`src/rtl/kwu_ram.sv`:
```
// Generic single-port-write, single-port-read RAM with registered read.
module kwu_ram #(
  parameter int Width = 8,
  parameter int Depth = 16,
  localparam int AddrW = $clog2(Depth)
) (
  input  logic             clk_i,
  input  logic             we_i,
  input  logic [AddrW-1:0] waddr_i,
  input  logic [Width-1:0] wdata_i,
  input  logic [AddrW-1:0] raddr_i,
  output logic [Width-1:0] rdata_o
);

  logic [Width-1:0] mem_q [Depth];
  logic [Width-1:0] rdata_q;

  always_ff @(posedge clk_i) begin
    if (we_i) begin
      mem_q[waddr_i] <= wdata_i;
    end
    rdata_q <= mem_q[raddr_i];
  end

  assign rdata_o = rdata_q;

endmodule

```
`config.mk`:
```
export PLATFORM = sky130hd
export DESIGN_NAME = kwu_ram
export DESIGN_NICKNAME = d
export VERILOG_FILES = /design/src/rtl/kwu_ram.sv
export SDC_FILE = /design/constraint.sdc
export NUM_CORES = 1
export LEC_CHECK = 0
export ABC_AREA = 0
export BUFFER_PORTS_ARGS = -buffer_cell sky130_fd_sc_hd__buf_2
export CELL_PAD_IN_SITES_DETAIL_PLACEMENT = 1
export CELL_PAD_IN_SITES_GLOBAL_PLACEMENT = 1
export CORE_UTILIZATION = 48
export DETAILED_ROUTE_END_ITERATION = 7
export GPL_TIMING_DRIVEN = 0
export PLACE_DENSITY_LB_ADDON = 0.08
export SYNTH_ARGS = -nofsm -noshare
export SYNTH_HDL_FRONTEND = slang
export SYNTH_SLANG_ARGS = --single-unit
```
`constraint.sdc`:
```
create_clock -name clk_i -period 1.7 [get_ports clk_i]
set_clock_uncertainty 0.1 [all_clocks]
set_input_delay 0.085 -clock clk_i [delete_from_list [all_inputs] [get_ports clk_i]]
set_output_delay 0.085 -clock clk_i [all_outputs]
set_load 0.1 [all_outputs]
```
; ---- Word level (Yosys, flattened, before mapping)
; Memory sizes are Yosys's and may differ from the RTL's. A register that Yosys moved wholly into a read port is not among the register bits.
; Cells that the tools add are included.
[word_totals]
reg_bits = 0
ram_bits = 128
inputBits = 18
output_inout_bits = 8
elab_cells = 3
memories = 1
[mem_list]
columns = name, depth, word_bits, rd, rd_clocked_by_memory_dff, wr, line
row1 = mem_q, 16, 8, 1, 1, 1, 15  ; logic [Width-1:0] mem_q [Depth];
[op_classes]
n_mux = 2
[op_table]
columns = op, n
row1 = $mux 1, 2

; ---- Depth between registers and ports, before layout
; Gate-level depths: netlist (run 1).
[logic_depth]
depth_word = 2
mapped_depth = 5
mapped_depth_nobuf = 3

; ---- Worst setup path after synthesis (run 1)
; No wires, ideal clock.
[synth_path]
path_kind = in2reg
startpoint = in waddr_i[2]
endpoint = mem mem_q[0][0] (enable)
setup_time_ps = 383
arrival_ps = 1195
required_time_ps = 1217
slack_ps = 22
cell_stages = 2
n_path_buf = 0
cell_sequence = or3b_2 nor3_1
[synth_rtl]
columns = item, line
row1 = start: declaration, 9  ; input logic [AddrW-1:0] waddr_i,
row2 = end: declaration, 15
; Straight into the memory's write port.

==> impl_metrics.tcl, run 1 <==
set metrics [dict create \
    status "complete, no violations" \
    port_buffers 24 \
    cp_cell_sequence "dlygate4sd3_1 -> buf_6 -> buf_6 -> mux4_1 -> a22oi_1 -> nand2_1" \
    antenna_found_initial 0 \
    cap_violations 0 \
    fmax_ghz 0.609 \
    synth-seq-cells 136 \
    htreeDepth 4 \
    drc_errors 0 \
    diodes 0 \
    rr_startpoint "mem_q[5][2]" \
    post_drt_wl_per_cell_um 24.5 \
    viasPerCell 5.68 \
    fp.dieW_um 106 \
    grt_util_met1_pct 29.6 \
    rows 37 \
    grt_use_met2_pct 32.8 \
    cts_buffers 17 \
    cp_common_cell "buf_6" \
    power.internal_w 0.00594 \
    grt_max_degree 17 \
    rsz0062_at_grt "false" \
    cts_tree "built" \
    drv_slew 0 \
    syn_to_final_growth_pct 19.7 \
    r2r_setup_slack_ns 0.25 \
    ios 26 \
    seq_power_share_pct 49.4 \
    cp_slowest_cell "mux4_1" \
    period_needed_ns 1.64 \
    drt_first_pass_iters 4 \
    grt_overflow_total 0 \
    cp.arrival_ns 1.93 \
    mostFrequentLayoutCells "edfxtp_1, buf_2, mux4_2" \
    p_sw_w 0.00169 \
    synth-seq-area-share_pct 77.8 \
    p_per_area_mw_per_mm2 1240 \
    vias 2471 \
    cts.clk_slew.worst_paths_ns 0.06 \
    post_cts_buffers 0 \
    power_w 0.00763 \
    start_kind "input port" \
    crit_type "input port to flip-flop" \
    startpoint "raddr_i[0]" \
    place_area_mm2 0.00544 \
    synth_area_mm2 0.00515 \
    worst_ir_drop_vdd_v 0.000694 \
    yosys_warnings 0 \
    dp_hpwl_um 6530 \
    setup_violations 0 \
    r2r_cells 3 \
    syn_inst 229 \
    dieArea_mm2 0.0111 \
    worst_setup_path_end_kind "flip-flop" \
    cts.sinks 136 \
    grt_use_total_pct 21.2 \
    final-hold-violation-count 0 \
    drive_gt1_share_pct 30.1 \
    max-clock-path-buffers 2 \
    synth_cell_type_count 19 \
    cts_root_buffer "clkbuf_8" \
    ant_nets 0 \
    p_leak_nw 2.07 \
    hold_class "input port to flip-flop" \
    worst_slew_pin_slew_ns 1.28 \
    p_clk_share_pct 43.3 \
    drt_iter0_markers 166 \
    final_common_cell "edfxtp_1" \
    top_usage_layer "met2" \
    relSlewSlack_pct 14.3 \
    worstPathMaxFanout 10 \
    grtUsageMet3_pct 5.50 \
    crit_path_end "rdata_o[2]" \
    routed_wl_um 10700 \
    synth_nets 247 \
    gp_congestion 0.688 \
    synth_area_per_cell_um2 22.5 \
    die_h_um 106 \
    required_ns 1.99 \
    finalCritPeriodShare_pct 96.6 \
    clkLatencyLatePin_ns 0.52 \
    crit_path_max_incr_delay_ns 0.60 \
    grt_pass1_vias 2638 \
    start_util_pct 49.6 \
    grt_pass1_wl_um 15900 \
    core-area_mm2 0.0104 \
    fin_nets 304 \
    finalInstanceArea_mm2 0.00616 \
    netSwitchingFraction_pct 22.2 \
    final_core_util_pct 59.4 \
    r2r_end "rdata_o[2]" \
    combPwrFrac_pct 7.4 \
]
cells in the mapped netlist (all sizes together):
cell type / number / area [µm²]
nand2: 9 / 33.8
and2b: 1 / 7.51
buf: 7 / 56.3
or3b: 1 / 8.76
nand3b: 2 / 15.0
nand2b: 2 / 12.5
nand3: 1 / 5.00
dfxtp: 8 / 160
and2: 1 / 6.26
a22oi: 16 / 120
nor3: 4 / 20.0
edfxtp: 128 / 3840
clkdlybuf4s25: 3 / 30.0
nor2b: 1 / 6.26
mux4: 32 / 773
nor2: 13 / 48.8
logic make-up (layout without fill, tap and decap cells):
| group | count (synthesis) | count (layout) | share of synthesized area, % |
|---|---|---|---|
| mux | 32 | 32 | 15.0 |
| buf+inv | 10 | 80 | 1.68 |
| compound gates | 16 | 16 | 2.33 |
| flops | 136 | 136 | 77.8 |
| simple gates | 35 | 35 | 3.18 |
per-layer routing:
metal | up-vias | wire (µm)
met4 | 0 | 104
met3 | 8 | 481
met1 | 1309 | 4730
met2 | 67 | 5340
li1 | 1087 | -
met5 | - | 0
flip-flops by register name, indices dropped and copies added (netlist names):
name and count:
mem_q 128, rdata_o 8
worst min path at each step:
stage                     depth (start not counted)           end       start
final                                             2   mem_q[4][5]  waddr_i[1]
after global routing                              2   mem_q[8][2]  waddr_i[1]
after CTS                                         2   mem_q[4][5]  waddr_i[1]
after detailed placement                          1  mem_q[15][2]  wdata_i[2]
after global placement                            1  mem_q[13][2]  wdata_i[2]
after floorplan                                   0   mem_q[0][0]  wdata_i[0]
stage by stage:
step | instances | setup TNS, ns | setup slack, ns | hold WS (ns)
floorplan | 229 | 0 | 0.0221 | 0.0839
finish | 435 | 0 | 0.0581 | 0.0394
global placement | 389 | -14.69 | -0.580 | 0.377
CTS | 433 | 0 | 0.0131 | 0.0241
global route | 435 | 0 | 0.0128 | 0.0619
detailed placement | 389 | -15.39 | -0.550 | 0.395
power groups by stage:
stage                     Clock, W  Combinational, W  Sequential [W]
after floorplan                  0          0.000190         0.00400
after global placement           0          0.000517         0.00383
after detailed placement         0          0.000527         0.00384
after CTS                  0.00337          0.000551         0.00377
after global routing       0.00347          0.000590         0.00377
final                      0.00330          0.000561         0.00377
repair_timing:
action / in CTS / in global routing
gates resized for setup: 1 / 6
endpoints found under the setup margin: 8 / 4
hold buffers: 12 / 2
endpoints found under the hold margin: 137 / 8
final cells by class:
class | instances | area, µm²
multi-input cells | 83 | 1090
fillers | 891 | 4210
well taps | 136 | 170
repair buffers | 38 | 260
plain buffers | 10 | 90.1
clock buffers | 25 | 504
clock inverters | 7 | 42.5
flip-flops and latches | 136 | 4000
critical path, delay by kind of cell:
family          cells  cell delay (ns)
mux                 1             0.60
simple gates        1             0.12
compound gates      1             0.22
buf+inv             3             0.90
Power figures use the tool's default switching activity.
==> run 2, diff against run 1 <==
--- a/config.mk
+++ b/config.mk
@@ -7,9 +7,7 @@
 export LEC_CHECK = 0
 export ABC_AREA = 0
 export BUFFER_PORTS_ARGS = -buffer_cell sky130_fd_sc_hd__buf_2
-export CELL_PAD_IN_SITES_DETAIL_PLACEMENT = 1
-export CELL_PAD_IN_SITES_GLOBAL_PLACEMENT = 1
-export CORE_UTILIZATION = 48
+export CORE_UTILIZATION = 54
 export DETAILED_ROUTE_END_ITERATION = 7
 export GPL_TIMING_DRIVEN = 0
 export PLACE_DENSITY_LB_ADDON = 0.08
==> impl_metrics.tcl, run 2 (synthesis results as in run 1) <==
set metrics [dict create \
    gp_congestion 0.847 \
    grt_pass1_vias 2547 \
    worstPathMaxFanout 10 \
    pre_cts_slack_ns -0.491 \
    rows 35 \
    fmax_ghz 0.622 \
    seq_power_share_pct 45.9 \
    setup_ws_ns 0.0933 \
    largest_register_ffs 128 \
    syn_to_final_growth_pct 20.9 \
    drt_first_pass_iters 4 \
    r2r_cells 3 \
    setup_violations 0 \
    path_buf_inv 3 \
    routed_wl_um 9980 \
    worst_ir_drop_vdd_v 0.00104 \
    drive_gt1_share_pct 29.1 \
    r2r_end "rdata_o[3]" \
    power.internal_w 0.00646 \
    required_ns 1.99 \
    startpoint "raddr_i[1]" \
    antenna_found_initial 0 \
    p_per_area_mw_per_mm2 1320 \
    r2r_setup_slack_ns 0.11 \
    rsz0062_at_grt "false" \
    start_kind "input port" \
    viasPerCell 5.72 \
    post_cts_buffers 0 \
    fp.dieW_um 99.6 \
    p_sw_w 0.00176 \
    grt_overflow_total 0 \
    crit_family "buffers and inverters" \
    crit_type "input port to flip-flop" \
    path_depth 6 \
    dieArea_mm2 0.00993 \
    port_buffers 24 \
    fin_nets 304 \
    place_area_mm2 0.00543 \
    ant_nets 0 \
    period_needed_ns 1.61 \
    final_common_cell "edfxtp_1" \
    core-area_mm2 0.00924 \
    diodes 0 \
    cp_common_cell "buf_2" \
    cts_tree "built" \
    status "complete, no violations" \
    drt_iter0_markers 303 \
    cts.clk_slew.worst_paths_ns 0.06 \
    htreeDepth 4 \
    start_util_pct 55.7 \
    rr_startpoint "mem_q[2][3]" \
    finalCritPeriodShare_pct 94.5 \
    netSwitchingFraction_pct 21.4 \
    regMostFlops "mem_q" \
    clkLatencyLatePin_ns 0.51 \
    relSlewSlack_pct 14.7 \
    finalInstanceArea_mm2 0.00622 \
    fin_hold_ws_ns 0.0260 \
    crit_path_end "rdata_o[3]" \
    hold_class "input port to flip-flop" \
    cap_violations 0 \
    cts_buffers 17 \
    cp_cell_sequence "dlygate4sd3_1 -> buf_2 -> buf_2 -> mux4_1 -> a22oi_1 -> nand2_1" \
    combPwrFrac_pct 6.6 \
    grt_use_total_pct 22.5 \
    max-clock-path-buffers 2 \
    worst_setup_path_end_kind "flip-flop" \
    drv_slew 0 \
    dp_hpwl_um 6270 \
    worst_slew_pin_slew_ns 1.27 \
    final-hold-violation-count 0 \
    grt_max_degree 17 \
    vias 2450 \
    crit_path_max_incr_delay_ns 0.51 \
    die_h_um 99.6 \
    p_clk_share_pct 47.5 \
    ios 26 \
    mostFrequentLayoutCells "edfxtp_1, buf_2, mux4_2" \
    post_drt_wl_per_cell_um 23.3 \
    cp.arrival_ns 1.90 \
    cts.sinks 136 \
    cp_slowest_cell "dlygate4sd3_1" \
    grt_pass1_wl_um 15100 \
    p_leak_nw 2.11 \
    cts_root_buffer "clkbuf_8" \
    drc_errors 0 \
]
==> run 2: cell types whose count changed in the layout (fill, tap and decap cells not counted) <==
cell / previous run / this run
a22oi_1: 11 / 15
a22oi_2: 5 / 1
buf_4: 0 / 1
buf_6: 4 / 3
bufinv_16: 0 / 5
clkbuf_1: 2 / 0
clkbuf_8: 7 / 1
clkinv_1: 0 / 1
clkinv_2: 4 / 1
clkinv_4: 0 / 5
clkinvlp_4: 3 / 2
inv_6: 0 / 1
==> run 2: how the worst min path moves through the flow <==
stage	endpoint	cells past startpoint	slack (ns)	from
after floorplan	mem_q[0][0]	0	0.08	wdata_i[0]
after global placement	mem_q[14][4]	1	0.38	wdata_i[4]
after detailed placement	mem_q[5][4]	1	0.40	wdata_i[4]
after CTS	rdata_o[7]	4	0.04	raddr_i[0]
after global routing	mem_q[0][0]	3	0.06	waddr_i[3]
final	mem_q[0][0]	3	0.03	waddr_i[3]
==> run 2: layout make-up <==
class	count	area, µm²
Timing Repair Buffer	38	260
Fill cell	597	3020
Multi-Input combinational cell	83	1070
Tap cell	129	161
Buffer	10	86.3
Sequential cell	136	4000
Clock buffer	17	414
Clock inverter	15	226
==> run 2: metrics by stage <==
stage	setup TNS [ns]	total power (W)	utilization, %	std cells
floorplan	0	0.00419	-	229
global placement	-13.51	0.00435	58.8	382
detailed placement	-12.52	0.00436	58.8	382
CTS	0	0.00822	66.8	424
global route	0	0.00843	67.4	428
finish	0	0.00821	67.4	428
==> run 2: worst register-to-register path, delay by kind of cell (launching register included) <==
family / cells / cell delay [ns]
and+or+nand+nor: 1 / 0.10
muxes: 1 / 0.54
DFF: 1 / 0.37
AOI/OAI and AO/OA: 1 / 0.36
==> run 2: layer usage <==
metal	vias to the layer above	share of wire [%]	global-route usage, %
met1	1263	42	29.9
met5	-	0	0
met2	82	50	36.0
li1	1091	-	-
met3	14	6.5	6.61
met4	0	1.5	8.03
==> run 2: power by group through the flow <==
stage	Sequential (W)	Clock [W]	Combinational, W
after floorplan	0.00400	0	0.000190
after global placement	0.00383	0	0.000514
after detailed placement	0.00384	0	0.000520
after CTS	0.00377	0.00392	0.000539
after global routing	0.00377	0.00408	0.000576
final	0.00377	0.00390	0.000545
==> run 2: timing repair <==
action / 4_1_cts / 5_1_grt
setup endpoints to repair: 0 / 9
endpoints found under the hold margin: 129 / 8
gates resized for setup: 0 / 2
hold buffers: 10 / 4
